$ cat src/design/spie_pkg.sv
package spie_pkg;

    // Field widths
    localparam int OP_W         = 2;
    localparam int TABLE_IDX_W  = 11;
    localparam int VALUE_W      = 32;
    localparam int SEG_IDX_W    = 11;
    localparam int POS_W        = 32;
    localparam int TOTAL_W      = 32;
    localparam int NUM_SEG_W    = 11;

    // Stream widths; tdata padded to whole bytes
    localparam int S_TDATA_W    = 48;
    localparam int S_TUSER_W    = OP_W;
    localparam int M_TDATA_W    = 48;
    localparam int M_TUSER_W    = 1;

    // Configuration port
    localparam int CFG_IDX_W    = 2;
    localparam int CFG_DATA_W   = 32;
    localparam logic [CFG_IDX_W-1:0] CFG_TOTAL_ELEMENTS = 2'd0;
    localparam logic [CFG_IDX_W-1:0] CFG_NUM_SEGMENTS   = 2'd1;

    localparam int DEFAULT_MAX_SEGMENTS = 1024;

    typedef enum logic [OP_W-1:0] {
        OP_WRITE = 2'd0,
        OP_SEEK  = 2'd1,
        OP_NEXT  = 2'd2
    } op_e;

    // Command handed from front to back through the queue
    typedef struct packed {
        op_e                    op;
        logic [TABLE_IDX_W-1:0] table_index;
        logic [VALUE_W-1:0]     value;
    } cmd_t;

    // Configuration registers seen by the back end
    typedef struct packed {
        logic [TOTAL_W-1:0]   total_elements;
        logic [NUM_SEG_W-1:0] num_segments;
    } cfg_t;

    typedef enum logic [2:0] {
        ST_IDLE,
        ST_SEEK_RD,
        ST_SEEK_CMP,
        ST_SEEK_END,
        ST_NEXT_CHK,
        ST_NEXT_WAIT
    } back_state_e;

endpackage

$ cat src/design/spie_front.sv
module spie_front #(
    parameter int MAX_SEGMENTS = spie_pkg::DEFAULT_MAX_SEGMENTS
) (
    input  logic                             aclk,
    input  logic                             aresetn,
    // input stream
    input  logic                             s_tvalid,
    output logic                             s_tready,
    input  logic [spie_pkg::S_TDATA_W-1:0]   s_tdata,
    input  logic [spie_pkg::S_TUSER_W-1:0]   s_tuser,
    // config writes
    input  logic                             cfg_valid,
    output logic                             cfg_ready,
    input  logic [spie_pkg::CFG_IDX_W-1:0]   cfg_index,
    input  logic [spie_pkg::CFG_DATA_W-1:0]  cfg_wdata,
    output spie_pkg::cfg_t                   cfg,
    // to queue
    output logic                             push_valid,
    input  logic                             push_ready,
    output spie_pkg::cmd_t                   push_cmd
);

    logic [spie_pkg::TOTAL_W-1:0]   total_reg;
    logic [spie_pkg::NUM_SEG_W-1:0] num_seg_reg;
    logic                           keep;

    assign cfg_ready = 1'b1;

    // configuration registers
    always_ff @(posedge aclk) begin
        if (!aresetn) begin
            total_reg   <= '0;
            num_seg_reg <= spie_pkg::NUM_SEG_W'(1);
        end else if (cfg_valid && cfg_ready) begin
            case (cfg_index)
                spie_pkg::CFG_TOTAL_ELEMENTS: begin
                    total_reg <= cfg_wdata[spie_pkg::TOTAL_W-1:0];
                end
                spie_pkg::CFG_NUM_SEGMENTS: begin
                    num_seg_reg <= cfg_wdata[spie_pkg::NUM_SEG_W-1:0];
                end
                default: begin
                end
            endcase
        end
    end

    assign cfg.total_elements = total_reg;
    assign cfg.num_segments   = num_seg_reg;

    // unpack and classify
    assign push_cmd.op          = spie_pkg::op_e'(s_tuser[spie_pkg::OP_W-1:0]);
    assign push_cmd.table_index = s_tdata[spie_pkg::TABLE_IDX_W-1:0];
    assign push_cmd.value       =
        s_tdata[spie_pkg::TABLE_IDX_W +: spie_pkg::VALUE_W];

    // unknown ops and writes past the table end are dropped here
    always_comb begin
        case (push_cmd.op)
            spie_pkg::OP_WRITE: begin
                keep = (32'(push_cmd.table_index) <= 32'(MAX_SEGMENTS));
            end
            spie_pkg::OP_SEEK,
            spie_pkg::OP_NEXT: begin
                keep = 1'b1;
            end
            default: begin
                keep = 1'b0;
            end
        endcase
    end

    assign s_tready   = push_ready;
    assign push_valid = s_tvalid && keep;

endmodule

$ cat config.mk
export PLATFORM = sky130hd
export DESIGN_NAME = spie_front
export DESIGN_NICKNAME = d
export VERILOG_FILES = /design/src/design/spie_pkg.sv /design/src/design/spie_front.sv
export SDC_FILE = /design/constraint.sdc
export NUM_CORES = 1
export LEC_CHECK = 0
export BUFFER_PORTS_ARGS = -buffer_cell sky130_fd_sc_hd__buf_2
export CAP_MARGIN = 10
export CORE_MARGIN = 5
export CORE_UTILIZATION = 38
export CTS_CLUSTER_SIZE = 16
export DETAILED_ROUTE_END_ITERATION = 6
export GPL_TIMING_DRIVEN = 0
export PLACE_DENSITY_LB_ADDON = 0.15
export SLEW_MARGIN = 30
export SYNTH_ARGS = -nofsm -noshare
export SYNTH_HDL_FRONTEND = slang
export SYNTH_SLANG_ARGS = --single-unit
$ cat constraint.sdc
create_clock -name aclk -period 1.2 [get_ports aclk]
set_input_delay 0.06 -clock aclk [delete_from_list [all_inputs] [get_ports aclk]]
set_output_delay 0.06 -clock aclk [all_outputs]
set_load 0.02 [all_outputs]
==> impl_metrics.prom <==
# TYPE chip_impl_metric gauge
chip_impl_info{name="outcome",value="completed"} 1
chip_impl_info{name="cp-end-kind",value="primary output"} 1
chip_impl_info{name="highest_count_cells_in_the_layout_ignoring_fill_and_taps",value="sky130_fd_sc_hd__buf_2 (142), sky130_fd_sc_hd__nand2_1 (65), sky130_fd_sc_hd__buf_4 (48)"} 1
chip_impl_metric{name="dp_slack",unit="ns"} -0.0548
chip_impl_metric{name="initial_utilization",unit="%"} 39.8
chip_impl_info{name="criticalPathCategory",value="primary input to primary output"} 1
chip_impl_metric{name="fin_crit_sh",unit="%"} 96.0
chip_impl_metric{name="timing.final.crit_period",unit="ns"} 1.15
chip_impl_metric{name="antennaDiodeCount",unit=""} 0
chip_impl_metric{name="max_cap_viol_count",unit=""} 0
chip_impl_metric{name="syn_inst",unit=""} 235
chip_impl_metric{name="final_nets",unit=""} 490
chip_impl_metric{name="critical_path_arrival",unit="ns"} 1.09
chip_impl_metric{name="clock_buffer_count_from_cts",unit=""} 5
chip_impl_metric{name="largest_register_ffs",unit=""} 32
chip_impl_info{name="topRoutingLayerUsed",value="met4"} 1
chip_impl_metric{name="yosysTopAreaCellShare",unit="%"} 41.8
chip_impl_metric{name="setup_ws",unit="ns"} 0.0474
chip_impl_metric{name="numPortBuffers",unit=""} 140
chip_impl_metric{name="finalClockSkew",unit="ns"} 0
chip_impl_metric{name="die_width",unit="um"} 83.6
chip_impl_metric{name="hpwl",unit="mm"} 4.52
chip_impl_metric{name="avgSynthCellArea",unit="um2"} 8.77
chip_impl_metric{name="synth_nets",unit=""} 326
chip_impl_metric{name="worst_setup_hold_path_clk_slew",unit="ns"} 0.09
chip_impl_metric{name="die_height",unit="um"} 83.6
chip_impl_metric{name="postCtsSetupRepairBufs",unit=""} 0
chip_impl_metric{name="first_global_vias",unit=""} 2116
chip_impl_info{name="clk_root_buffer_cell",value="sky130_fd_sc_hd__clkbuf_8"} 1
chip_impl_metric{name="met3_layer_wire_length_in_the_routed_design",unit="um"} 477
chip_impl_metric{name="drt_pass1_iterations",unit=""} 4
chip_impl_metric{name="grt_antenna_before_repair",unit=""} 0
chip_impl_info{name="rsz_0062_raised_after_global_routing",value="false"} 1
chip_impl_metric{name="dieArea",unit="mm2"} 0.00700
chip_impl_metric{name="drtAntennaViolNets",unit=""} 0
chip_impl_metric{name="grt_pass1_wl",unit="mm"} 9.53
chip_impl_info{name="clock_tree_from_tritoncts",value="yes"} 1
chip_impl_metric{name="floorplan.core_area",unit="mm2"} 0.00517
chip_impl_metric{name="grt_max_degree",unit=""} 16
chip_impl_metric{name="power.density_cell_area",unit="mW/mm2"} 1010
chip_impl_info{name="hp-class",value="primary input to register"} 1
chip_impl_info{name="crit_top_cell",value="sky130_fd_sc_hd__buf_6"} 1
chip_impl_metric{name="number_of_drc_violations_after_detailed_routing_iteration_0",unit=""} 51
chip_impl_metric{name="wl_per_cell",unit="um"} 12.4
chip_impl_info{name="commonest_non_fill_non_tap_cell_in_the_layout",value="sky130_fd_sc_hd__buf_2"} 1
chip_impl_metric{name="timing.final.setup_violations",unit=""} 0
chip_impl_info{name="netlist_top_cells_area",value="sky130_fd_sc_hd__dfxtp_1 (42%), sky130_fd_sc_hd__buf_4 (17%), sky130_fd_sc_hd__nand2_1 (12%)"} 1
chip_impl_info{name="master_of_the_slowest_instance_on_the_critical_path",value="sky130_fd_sc_hd__or4_4"} 1
chip_impl_metric{name="std_cell_rows",unit=""} 26
chip_impl_metric{name="ioPinCount",unit=""} 180
chip_impl_metric{name="drive_gt1_share",unit="%"} 51.5
chip_impl_metric{name="gr-total-overflow",unit=""} 0
chip_impl_metric{name="cellLeakagePower",unit="nW"} 1.65
chip_impl_metric{name="routability_congestion",unit=""} 0.766
chip_impl_metric{name="postRouteWirelength",unit="mm"} 5.82
chip_impl_info{name="yosys.area.top_type",value="sky130_fd_sc_hd__dfxtp_1"} 1
chip_impl_metric{name="h-tree-depth",unit=""} 2
chip_impl_metric{name="finalNonFillerCells",unit=""} 470
chip_impl_metric{name="finalHoldViolations",unit=""} 0
chip_impl_metric{name="remaining_drc_errors",unit=""} 0
chip_impl_metric{name="synth.cell_area",unit="mm2"} 0.00206
chip_impl_metric{name="slew_viol_final",unit=""} 0
chip_impl_metric{name="fmaxAchievable",unit="MHz"} 868
chip_impl_metric{name="critPathMaxStageDelay",unit="ns"} 0.52
chip_impl_metric{name="clkLatencyLatePin",unit="ns"} 0.29
chip_impl_metric{name="post-place-cells",unit=""} 445
chip_impl_metric{name="critPathMaxFanout",unit=""} 2
chip_impl_metric{name="m1WireLength",unit="mm"} 2.30
chip_impl_metric{name="irDropWorstVdd",unit="V"} 0.000559
chip_impl_metric{name="fill_cells",unit=""} 486
chip_impl_metric{name="clk_path_buf_depth",unit=""} 2
chip_impl_metric{name="route.vias.total",unit=""} 1983
chip_impl_metric{name="ys_ff_latch",unit=""} 43
chip_impl_metric{name="synth.lib_cells_used.distinct",unit=""} 21
chip_impl_metric{name="clkSinkCount",unit=""} 43
chip_impl_metric{name="gr-usage-all-layers",unit="%"} 16.4
chip_impl_metric{name="worstPathRequired",unit="ns"} 1.14
chip_impl_info{name="startpoint_type",value="primary input"} 1
chip_impl_metric{name="synth.yosys.seq_area_share",unit="%"} 41.8
chip_impl_info{name="critical_path.cell_chain",value="buf_6 -> or4_4 -> nor3_2 -> a41o_1 -> buf_6"} 1
chip_impl_metric{name="synthesis.yosys.warnings",unit=""} 0
chip_impl_metric{name="setup_tns",unit="ns"} 0
chip_impl_metric{name="viasPerCell",unit=""} 4.22
chip_impl_metric{name="synthToLayoutAreaGrowth",unit="%"} 52.0
chip_impl_metric{name="met2WireLength",unit="mm"} 3.01
==> area by class of cell <==
type                    count  area (um2)  share of cell area [%]
clock inverters             3        23.8                   0.759
plain buffers              59         429                    13.7
flip-flops and latches     43         861                    27.5
well taps                  70        87.6                    2.80
multi-input cells         131         772                    24.6
repair buffers            157         883                    28.2
inverters                   2        7.51                   0.240
clock buffers               5        68.8                    2.20
==> layer usage <==
metal	up-vias	track usage, %
li1	1028	-
met1	858	16.7
met2	93	31.6
met3	4	5.53
met4	0	4.39
met5	-	0
==> critical path, delay by kind of cell <==
family	cells	cell delay (ns)
AND/OR/NAND/NOR	2	0.63
AO/OA/AOI/OAI	1	0.19
buffers and inverters	2	0.21
==> cells in the mapped netlist <==
library cell	n
sky130_fd_sc_hd__nand2_1	65
sky130_fd_sc_hd__buf_4	48
sky130_fd_sc_hd__dfxtp_1	43
sky130_fd_sc_hd__a21boi_1	30
sky130_fd_sc_hd__nor2b_1	12
sky130_fd_sc_hd__mux2i_1	11
sky130_fd_sc_hd__buf_2	4
sky130_fd_sc_hd__clkbuf_1	4
sky130_fd_sc_hd__buf_6	3
sky130_fd_sc_hd__a21boi_0	2
sky130_fd_sc_hd__ha_1	2
sky130_fd_sc_hd__inv_1	2
sky130_fd_sc_hd__a41o_1	1
sky130_fd_sc_hd__conb_1	1
sky130_fd_sc_hd__nand3b_1	1
sky130_fd_sc_hd__nor3_1	1
sky130_fd_sc_hd__nor3b_2	1
sky130_fd_sc_hd__nor4_1	1
sky130_fd_sc_hd__o21a_1	1
sky130_fd_sc_hd__or3b_1	1
sky130_fd_sc_hd__or4_1	1
==> path summary, 6_finish.rpt <==
kind,from,endpoint,slack (ns),depth (start not counted)
min,cfg_wdata[8],total_reg[8],0.009,3
min reg2reg,total_reg[20],total_reg[20],0.45,2
max,s_tdata[6],push_valid,0.05,5
max reg2reg,total_reg[22],total_reg[22],0.56,2
==> kinds of logic after synthesis <==
logic type | Yosys count | synth area share (%)
buffers and inverters | 61 | 21.2
muxes | 11 | 5.34
adders and majority gates | 2 | 1.21
other | 1 | 0.182
AOI/OAI and AO/OA | 34 | 12.5
DFF | 43 | 41.8
and+or+nand+nor | 83 | 17.8
==> timing repair <==
action,4_1_cts,5_1_grt
setup endpoints to repair,1,1
hold buffers,17,0
pin swaps,0,1
endpoints found under the hold margin,17,0
gates resized for setup,4,1
==> where the power goes <==
part	leakage [nW]	internal (mW)	total, mW	switching [mW]
Clock	0.0408	0.416	0.924	0.508
Sequential	0.349	1.47	1.50	0.0223
Combinational	1.26	0.362	0.729	0.367
==> per-stage QoR <==
stage	utilization [%]	power [mW]	hold slack, ns	cell area [um2]
6_report	60.6	3.15	0.00942	3130
5_1_grt	60.6	3.32	0.00261	3130
4_1_cts	60.4	3.20	0.00000772	3130
3_5_place_dp	55.1	2.21	0.296	2850
3_3_place_gp	55.1	2.21	0.297	2850
2_1_floorplan	-	1.96	0.185	2060
Power figures use the tool's default switching activity.
