`config.mk`:
```
export PLATFORM = sky130hd
export DESIGN_NAME = spie_queue
export DESIGN_NICKNAME = d
export VERILOG_FILES = /design/src/design/spie_pkg.sv /design/src/design/spie_queue.sv
export SDC_FILE = /design/constraint.sdc
export NUM_CORES = 1
export LEC_CHECK = 0
export BUFFER_PORTS_ARGS = -buffer_cell sky130_fd_sc_hd__buf_2
export CORE_MARGIN = 2
export CORE_UTILIZATION = 55
export CTS_CLUSTER_SIZE = 25
export DETAILED_ROUTE_END_ITERATION = 16
export GPL_TIMING_DRIVEN = 0
export HOLD_SLACK_MARGIN = 0.15
export PLACE_DENSITY = 0.87
export SYNTH_ARGS = -nofsm -noshare
export SYNTH_HDL_FRONTEND = slang
export SYNTH_SLANG_ARGS = --single-unit
```
`constraint.sdc`:
```
create_clock -name aclk -period 6.57 [get_ports aclk]
set_input_delay 0.3285 -clock aclk [delete_from_list [all_inputs] [get_ports aclk]]
set_output_delay 0.3285 -clock aclk [all_outputs]
set_load 0.01 [all_outputs]
```
`src/design/spie_pkg.sv`:
```
package spie_pkg;

    // Field widths
    localparam int OP_W         = 2;
    localparam int TABLE_IDX_W  = 11;
    localparam int VALUE_W      = 32;
    localparam int SEG_IDX_W    = 11;
    localparam int POS_W        = 32;
    localparam int TOTAL_W      = 32;
    localparam int NUM_SEG_W    = 11;

    // Stream widths; tdata padded to whole bytes
    localparam int S_TDATA_W    = 48;
    localparam int S_TUSER_W    = OP_W;
    localparam int M_TDATA_W    = 48;
    localparam int M_TUSER_W    = 1;

    // Configuration port
    localparam int CFG_IDX_W    = 2;
    localparam int CFG_DATA_W   = 32;
    localparam logic [CFG_IDX_W-1:0] CFG_TOTAL_ELEMENTS = 2'd0;
    localparam logic [CFG_IDX_W-1:0] CFG_NUM_SEGMENTS   = 2'd1;

    localparam int DEFAULT_MAX_SEGMENTS = 1024;

    typedef enum logic [OP_W-1:0] {
        OP_WRITE = 2'd0,
        OP_SEEK  = 2'd1,
        OP_NEXT  = 2'd2
    } op_e;

    // Command handed from front to back through the queue
    typedef struct packed {
        op_e                    op;
        logic [TABLE_IDX_W-1:0] table_index;
        logic [VALUE_W-1:0]     value;
    } cmd_t;

    // Configuration registers seen by the back end
    typedef struct packed {
        logic [TOTAL_W-1:0]   total_elements;
        logic [NUM_SEG_W-1:0] num_segments;
    } cfg_t;

    typedef enum logic [2:0] {
        ST_IDLE,
        ST_SEEK_RD,
        ST_SEEK_CMP,
        ST_SEEK_END,
        ST_NEXT_CHK,
        ST_NEXT_WAIT
    } back_state_e;

endpackage

```
`src/design/spie_queue.sv`:
```
module spie_queue (
    input  logic           aclk,
    input  logic           aresetn,
    input  logic           push_valid,
    output logic           push_ready,
    input  spie_pkg::cmd_t push_cmd,
    output logic           pop_valid,
    input  logic           pop_ready,
    output spie_pkg::cmd_t pop_cmd
);

    // two-entry ring
    spie_pkg::cmd_t entry_reg [2];
    logic           wr_ptr_reg;
    logic           rd_ptr_reg;
    logic [1:0]     count_reg;
    logic           do_push;
    logic           do_pop;

    assign push_ready = (count_reg != 2'd2);
    assign pop_valid  = (count_reg != 2'd0);
    assign pop_cmd    = entry_reg[rd_ptr_reg];
    assign do_push    = push_valid && push_ready;
    assign do_pop     = pop_valid && pop_ready;

    always_ff @(posedge aclk) begin
        if (!aresetn) begin
            wr_ptr_reg <= 1'b0;
            rd_ptr_reg <= 1'b0;
            count_reg  <= 2'd0;
        end else begin
            if (do_push) begin
                wr_ptr_reg <= ~wr_ptr_reg;
            end
            if (do_pop) begin
                rd_ptr_reg <= ~rd_ptr_reg;
            end
            case ({do_push, do_pop})
                2'b10:   count_reg <= count_reg + 2'd1;
                2'b01:   count_reg <= count_reg - 2'd1;
                default: count_reg <= count_reg;
            endcase
        end
    end

    always_ff @(posedge aclk) begin
        if (do_push) begin
            entry_reg[wr_ptr_reg] <= push_cmd;
        end
    end

endmodule

```
==> summary.txt, run 1 <==
========================================================================================================
Worst hold path class .....................................................................    in -> reg
CP Buf/Inv Count ..........................................................................            3
I/O Buffers ...............................................................................           95
Multi-input gate area in the final layout .................................................    639 sq um
Synth Cell Area ...........................................................................   3470 sq um
Cell Pwr Density ..........................................................................  365 nW/um^2
Capture endpoint of the worst hold path ................................................... entry_reg[1][10]
Worst Path Required .......................................................................      6.24 ns
Number of fill cells in the layout ........................................................          413
Post-synthesis register bit count .........................................................           95
Worst Skew ................................................................................    0.0104 ns
Cell total after placement ................................................................          336
RSZ-0062 raised after global routing ......................................................           no
Setup TNS Final ...........................................................................         0 ns
Detailed Place HPWL ....................................................................... 3910 microns
Post-layout power .........................................................................      1.56 mW
Slowest Stage Delay on Critical Path ......................................................      0.37 ns
Weighted congestion reported at the end of routability-driven placement ...................        0.719
Diode count ...............................................................................            0
Max reg flops .............................................................................           90
Via count of the first global-routing pass ................................................         1924
Global route overflow .....................................................................            0
Path depth of the worst reg2reg path ......................................................            3
Number of top-level pins ..................................................................           96
Slowest cell on crit path ................................................................. sky130_fd_sc_hd__mux2_2
CTS Buf Count .............................................................................            9
Worst-path cell chain ..................................................................... buf_2 -> buf_2 -> mux2_2 -> buf_2
Number of hold-slack violations in the final timing report ................................            0
Maximum clock frequency ...................................................................      502 MHz
Kind of cell with the highest combined delay on the critical path ......................... buffers and inverters
Leakage power of the design ...............................................................      1.60 nW
Mean number of vias per cell ..............................................................         5.11
DRC violation total after the first TritonRoute iteration .................................           97
Number of optimization iterations in the first detailed-route pass ........................            4
Die outline height ........................................................................ 83.4 microns
Largest net degree at the start of global routing .........................................           29
Register-to-Register Setup Slack ..........................................................      4.85 ns
Die area ..................................................................................   6960 sq um
Routed vias ...............................................................................         1815
Critical Path Source Type .................................................................     register
Post-CTS Resized ..........................................................................            0
Run status ................................................................................ finished clean
Worst Hold Slack ..........................................................................     0.168 ns
Final std cells w/o fill ..................................................................          355
Initial core utilization ..................................................................        57.6%
DRC violations left .......................................................................            0
Startpoint of the most critical register-to-register path ................................. count_reg[0]
Destination of the worst register-to-register timing path ................................. entry_reg[1][17]
Die W ..................................................................................... 83.4 microns
H-tree depth ..............................................................................            3
Synthesized Nets ..........................................................................          214
Part of the cycle the worst path needs ....................................................        30.3%
Combined global-route utilization of all metal layers .....................................        17.2%
Core outline area .........................................................................   6030 sq um
Std-Cell Rows .............................................................................           28
Cell chosen for the clock root ............................................................ sky130_fd_sc_hd__clkbuf_8
CTS hold repair buffers ...................................................................            1
Initial antenna violation count ...........................................................            0
Critical path's most frequent cell ........................................................ sky130_fd_sc_hd__buf_2
WP data arrival ...........................................................................      1.66 ns
Avg WL per Cell ........................................................................... 16.1 microns
Proportion of synthesized chip area in sequential cells ...................................        80.8%
TritonCTS clock tree ......................................................................         done
Startpoint of the tightest hold check path ................................................ push_cmd[10]
Synth Instances ...........................................................................          164
Type of destination of the critical path ..................................................  output port
Most frequent standard cell in the layout excluding fill and tap cells .................... sky130_fd_sc_hd__buf_2
Slew at the pin closest to its max-slew limit .............................................     0.469 ns
Max-Cap Viols .............................................................................            0
Mean Syn Cell Area ........................................................................   21.2 sq um
Clk sink count ............................................................................           95
Insertion delay to the later sink of the worst-skew pair ..................................      0.34 ns
Path type of the worst setup path .........................................................   reg -> out
Area taken by flip-flops and latches ......................................................   2800 sq um
Post-CTS clock slew at the launch and capture registers of the worst setup and hold paths .      0.09 ns
Area growth from synthesis to layout ......................................................        23.0%
First-pass GRT wire length ................................................................ 9200 microns
Highest-count cells in the layout ignoring fill and taps .................................. sky130_fd_sc_hd__buf_2 (100), sky130_fd_sc_hd__edfxtp_1 (90), sky130_fd_sc_hd__mux2_2 (45)
Final setup violation count ...............................................................            0
Maximum vdd ir drop .......................................................................     0.319 mV
Detailed-route wire length ................................................................ 5720 microns
Final period demand of the worst path .....................................................      1.99 ns
Remaining number of nets flagged by the antenna check after routing .......................            0
Crit Path Max Fanout ......................................................................           10
Distinct cell type count after synthesis ..................................................           20
WHS Path Cells ............................................................................            1
Number of buffers inserted by post-CTS setup repair .......................................            0
Layout Nets ...............................................................................          325
Slew HR ...................................................................................        68.7%
Fraction of layout instances using a drive strength above 1 ...............................        57.9%
Yosys warning count .......................................................................            0
Slew Viols, Final .........................................................................            0
Number of buffers between clock root and the deepest sink .................................            2
========================================================================================================
## metrics by stage
stage	instance area, sq um	util (%)	setup WS [ns]
floorplan	3470	-	4.38
global placement	4040	67.0	3.89
detailed placement	4080	67.7	4.84
CTS	4250	70.5	4.53
global route	4270	70.8	4.45
finish	4270	70.8	4.58
## cell type report
type | count | share of cell area, %
tap | 75 | 2.20
multi-input combinational | 63 | 15.0
timing repair buffer | 100 | 12.8
inverter | 1 | 0.0880
buffer | 5 | 0.586
sequential | 95 | 65.7
clock inverter | 4 | 0.528
clock buffer | 12 | 3.17
## worst reg2reg max path: stages, from the launching register on
cell and delay, ns:
sky130_fd_sc_hd__dfxtp_1 0.42, sky130_fd_sc_hd__nand2b_1 0.22, sky130_fd_sc_hd__and3_2 0.52, sky130_fd_sc_hd__buf_12 0.26
## layer usage
metal	vias up	GRT usage, %	wire length [microns]
met5	-	0	0
met2	65	28.4	2930
met4	0	5.72	45
met1	881	22.0	2440
li1	862	-	-
met3	7	5.07	304
## worst max-delay path by stage
stage,cells after the start,end,from
6_report,4,pop_cmd[5],register
5_1_grt,4,pop_cmd[5],register
4_1_cts,4,pop_cmd[5],register
3_5_place_dp,3,entry_reg[1][40],count_reg[0]
3_3_place_gp,2,entry_reg[1][17],count_reg[0]
2_1_floorplan,2,entry_reg[1][0],count_reg[0]
## power breakdown
group	internal, mW	switching, mW	leakage, nW
Combinational	0.222	0.231	0.647
Sequential	0.764	0.0247	0.883
Clock	0.136	0.179	0.0717
Total	1.12	0.435	1.60
## synthesized netlist by cell type
master,number,area (sq um)
sky130_fd_sc_hd__a21bo_2,1,10.0
sky130_fd_sc_hd__a21boi_0,1,7.51
sky130_fd_sc_hd__a21boi_1,1,7.51
sky130_fd_sc_hd__and2_1,1,6.26
sky130_fd_sc_hd__and3_1,1,6.26
sky130_fd_sc_hd__buf_2,5,25.0
sky130_fd_sc_hd__dfxtp_1,5,100
sky130_fd_sc_hd__edfxtp_1,90,2700
sky130_fd_sc_hd__ha_1,1,12.5
sky130_fd_sc_hd__inv_1,1,3.75
sky130_fd_sc_hd__mux2_2,45,507
sky130_fd_sc_hd__nand2_1,1,3.75
sky130_fd_sc_hd__nand2b_1,1,6.26
sky130_fd_sc_hd__nand3b_1,1,7.51
sky130_fd_sc_hd__nor2b_1,2,12.5
sky130_fd_sc_hd__o21a_1,1,7.51
sky130_fd_sc_hd__o21ai_0,1,5.00
sky130_fd_sc_hd__or2_2,1,6.26
sky130_fd_sc_hd__or3_1,1,6.26
sky130_fd_sc_hd__xnor2_1,3,26.3
## cells by family after synthesis
family                     after synthesis  share of synthesized area [%]
AOI/OAI and AO/OA                        5                           1.08
xor gates and xnor gates                 3                          0.757
adders and majority gates                1                          0.361
buffers and inverters                    6                          0.829
DFF                                     95                           80.8
muxes                                   45                           14.6
and+or+nand+nor                          9                           1.59
(Power assumes the default switching activity.)
==> inputs of run 2 (changes only) <==
ABC_AREA = 1   (was not set)
CORE_UTILIZATION = 52   (was 55)
PLACE_DENSITY = 0.83   (was 0.87)
clock period = 1.9 ns   (was 6.57 ns; I/O delays follow)
==> summary.txt, run 2 <==
========================================================================================================
Distinct cell type count after synthesis ..................................................           18
Fraction of synthesis flops using an asynchronous set or reset pin ........................           0%
Via count of the first global-routing pass ................................................         2211
Int Pwr ...................................................................................      4.02 mW
Crit Path Max Fanout ......................................................................           25
I/O Buffers ...............................................................................           95
Worst Skew ................................................................................   0.00975 ns
Met3 wire length ..........................................................................  316 microns
Cell total after placement ................................................................          367
Dominant cell by count in the synthesized netlist ......................................... sky130_fd_sc_hd__edfxtp_1
Yosys warning count .......................................................................            0
RSZ-0062 raised after global routing ......................................................           no
Maximum clock frequency ...................................................................      568 MHz
Type of destination of the critical path ..................................................     register
Weighted congestion reported at the end of routability-driven placement ...................        0.658
Mean Syn Cell Area ........................................................................   21.0 sq um
Cells taking the most area after synthesis ................................................ sky130_fd_sc_hd__edfxtp_1 (73%), sky130_fd_sc_hd__mux2_4 (16%), sky130_fd_sc_hd__dfxtp_1 (2.7%)
Slowest cell on crit path ................................................................. sky130_fd_sc_hd__nor2_4
Die area ..................................................................................   7790 sq um
Proportion of synthesized chip area in sequential cells ...................................        75.9%
Max-Cap Viols .............................................................................            0
DRC violation total after the first TritonRoute iteration .................................           99
Final std cells w/o fill ..................................................................          433
First-pass GRT wire length ................................................................ 10100 microns
Largest net degree at the start of global routing .........................................           47
Worst Hold Slack ..........................................................................     0.300 ns
Detailed-route wire length ................................................................ 6860 microns
Most frequent standard cell in the layout excluding fill and tap cells .................... sky130_fd_sc_hd__buf_2
Proportion of power drawn by combinational gates ..........................................        24.9%
Power share of the clock group ............................................................        26.3%
Critical Path Source Type .................................................................     register
Relative contribution of sequential cells to total power ..................................        48.8%
Number of fill cells in the layout ........................................................          448
Synth Cell Area ...........................................................................   3690 sq um
Combined global-route utilization of all metal layers .....................................        18.0%
CTS Buf Count .............................................................................            9
Cell accounting for the most synthesized area ............................................. sky130_fd_sc_hd__edfxtp_1
Worst Path Required .......................................................................      1.96 ns
Most frequently used flop master after synthesis .......................................... sky130_fd_sc_hd__edfxtp_1
Max reg flops .............................................................................           90
Layout Nets ...............................................................................          382
Avg WL per Cell ........................................................................... 15.8 microns
Worst-path cell chain ..................................................................... inv_1 -> nor2_4 -> buf_12
Worst setup slack after layout ............................................................     0.140 ns
Routed vias ...............................................................................         2055
TritonCTS clock tree ......................................................................         done
Final period demand of the worst path .....................................................      1.76 ns
Synth Instances ...........................................................................          176
Synthesized Nets ..........................................................................          226
Initial antenna violation count ...........................................................            0
Die outline height ........................................................................ 88.3 microns
Clk sink count ............................................................................           95
Area growth from synthesis to layout ......................................................        36.5%
H-tree depth ..............................................................................            3
WP data arrival ...........................................................................      1.82 ns
Number of hold-slack violations in the final timing report ................................            0
Cell chosen for the clock root ............................................................ sky130_fd_sc_hd__clkbuf_8
Post-CTS clock slew at the launch and capture registers of the worst setup and hold paths .      0.08 ns
Detailed Place HPWL ....................................................................... 3800 microns
Global route overflow .....................................................................            0
Remaining number of nets flagged by the antenna check after routing .......................            0
Number of buffers between clock root and the deepest sink .................................            2
DRC violations left .......................................................................            0
Number of synthesized flops with an enable pin ............................................           90
Cell Pwr Density .......................................................................... 1080 nW/um^2
Std-Cell Rows .............................................................................           30
Top Metal Used ............................................................................         met4
Slew HR ...................................................................................        54.1%
Psw .......................................................................................      1.40 mW
CP Buf/Inv Count ..........................................................................            2
Routed metal-1 wire length ................................................................ 2590 microns
Kind of cell with the highest combined delay on the critical path ......................... simple AND/OR/NAND/NOR gates
Part of the cycle the worst path needs ....................................................        92.7%
Slew at the pin closest to its max-slew limit .............................................     0.688 ns
Setup TNS Final ...........................................................................         0 ns
Diode count ...............................................................................            0
Highest-count cells in the layout ignoring fill and taps .................................. sky130_fd_sc_hd__buf_2 (95), sky130_fd_sc_hd__edfxtp_1 (90), sky130_fd_sc_hd__dlygate4sd3_1 (48)
Initial core utilization ..................................................................        54.0%
Worst slack, placed .......................................................................    -0.220 ns
Number of buffers inserted by post-CTS setup repair .......................................            0
Placement-stage cell area .................................................................   4300 sq um
Fraction of layout instances using a drive strength above 1 ...............................        50.1%
Mean number of vias per cell ..............................................................         4.75
Proportion of netlist area held by the largest area contributor ...........................        73.2%
Cell types with the highest counts after synthesis ........................................ sky130_fd_sc_hd__edfxtp_1 (90), sky130_fd_sc_hd__mux2_4 (40), sky130_fd_sc_hd__nand2_1 (9), sky130_fd_sc_hd__nor2_1 (9)
Maximum vdd ir drop .......................................................................     0.824 mV
Final Cell Area ...........................................................................   5040 sq um
Number of top-level pins ..................................................................           96
Number of optimization iterations in the first detailed-route pass ........................            4
Leakage power of the design ...............................................................      2.00 nW
Die W ..................................................................................... 88.3 microns
Post-synthesis register bit count .........................................................           95
Core outline area .........................................................................   6830 sq um
Routed wire length on met2 ................................................................ 3740 microns
Run status ................................................................................ finished clean
Slew Viols, Final .........................................................................            0
Final setup violation count ...............................................................            0
Insertion delay to the later sink of the worst-skew pair ..................................      0.35 ns
Path type of the worst setup path .........................................................   reg -> reg
Slowest Stage Delay on Critical Path ......................................................      0.57 ns
Net Sw Frac ...............................................................................        25.8%
Worst hold path class .....................................................................    in -> reg
========================================================================================================
## run 2: area by class of cell
cell class | count | area, sq um | share of cell area, %
inverters | 5 | 18.8 | 0.372
clock inverters | 7 | 95.1 | 1.89
plain buffers | 5 | 91.3 | 1.81
clock buffers | 9 | 124 | 2.46
repair buffers | 144 | 976 | 19.4
well taps | 96 | 120 | 2.38
multi-input cells | 72 | 810 | 16.1
flip-flops and latches | 95 | 2800 | 55.6
## run 2: power groups by stage
stage | Clock, mW | Combinational, mW | Sequential, mW
3_3_place_gp | 0 | 1.22 | 2.67
5_1_grt | 1.53 | 1.45 | 2.66
6_report | 1.43 | 1.35 | 2.64
4_1_cts | 1.44 | 1.33 | 2.64
3_5_place_dp | 0 | 1.24 | 2.69
2_1_floorplan | 0 | 0.868 | 2.66
## run 2: final timing paths
| kind | end | start | slack, ns | cells after the start |
|---|---|---|---|---|
| hold / removal | count_reg[0] | push_valid | 0.30 | 4 |
| setup reg to reg | entry_reg[1][30] | wr_ptr_reg | 0.14 | 3 |
| setup / recovery | entry_reg[1][30] | wr_ptr_reg | 0.14 | 3 |
| hold reg to reg | rd_ptr_reg | rd_ptr_reg | 0.52 | 2 |
## run 2: logic make-up (layout without fill, tap and decap cells)
kind of cell | Yosys count | in the layout | share of synthesized area [%]
flops | 95 | 95 | 75.9
mux | 45 | 45 | 17.8
simple gates | 22 | 23 | 2.47
buf+inv | 10 | 170 | 2.98
compound gates | 3 | 3 | 0.474
fa+ha+maj | 1 | 1 | 0.339
## run 2: per-layer routing
| layer | up-vias | track usage (%) |
|---|---|---|
| met2 | 73 | 32.9 |
| li1 | 986 | - |
| met5 | - | 0 |
| met3 | 18 | 4.66 |
| met4 | 0 | 10.6 |
| met1 | 978 | 18.5 |
## run 2: stage by stage
stage                     total power, mW  util, %
after global placement               3.89     62.9
after global routing                 5.65     73.8
final                                5.42     73.8
after CTS                            5.41     73.3
after floorplan                      3.53        -
after detailed placement             3.93     62.9
## run 2: worst min-delay path, delay by kind of cell
family,cells,cell delay (ns)
AOI/OAI and AO/OA,1,0.08
adders and majority gates,1,0.19
buffers and inverters,1,0.12
and+or+nand+nor,1,0.13
## run 2: repair_timing
action                                  in CTS  in global routing
endpoints found under the hold margin       95                  0
endpoints found under the setup margin      91                 45
gates resized for setup                      3                  1
pin swaps                                    1                  1
gates cloned                                 0                  1
hold buffers                                48                  0
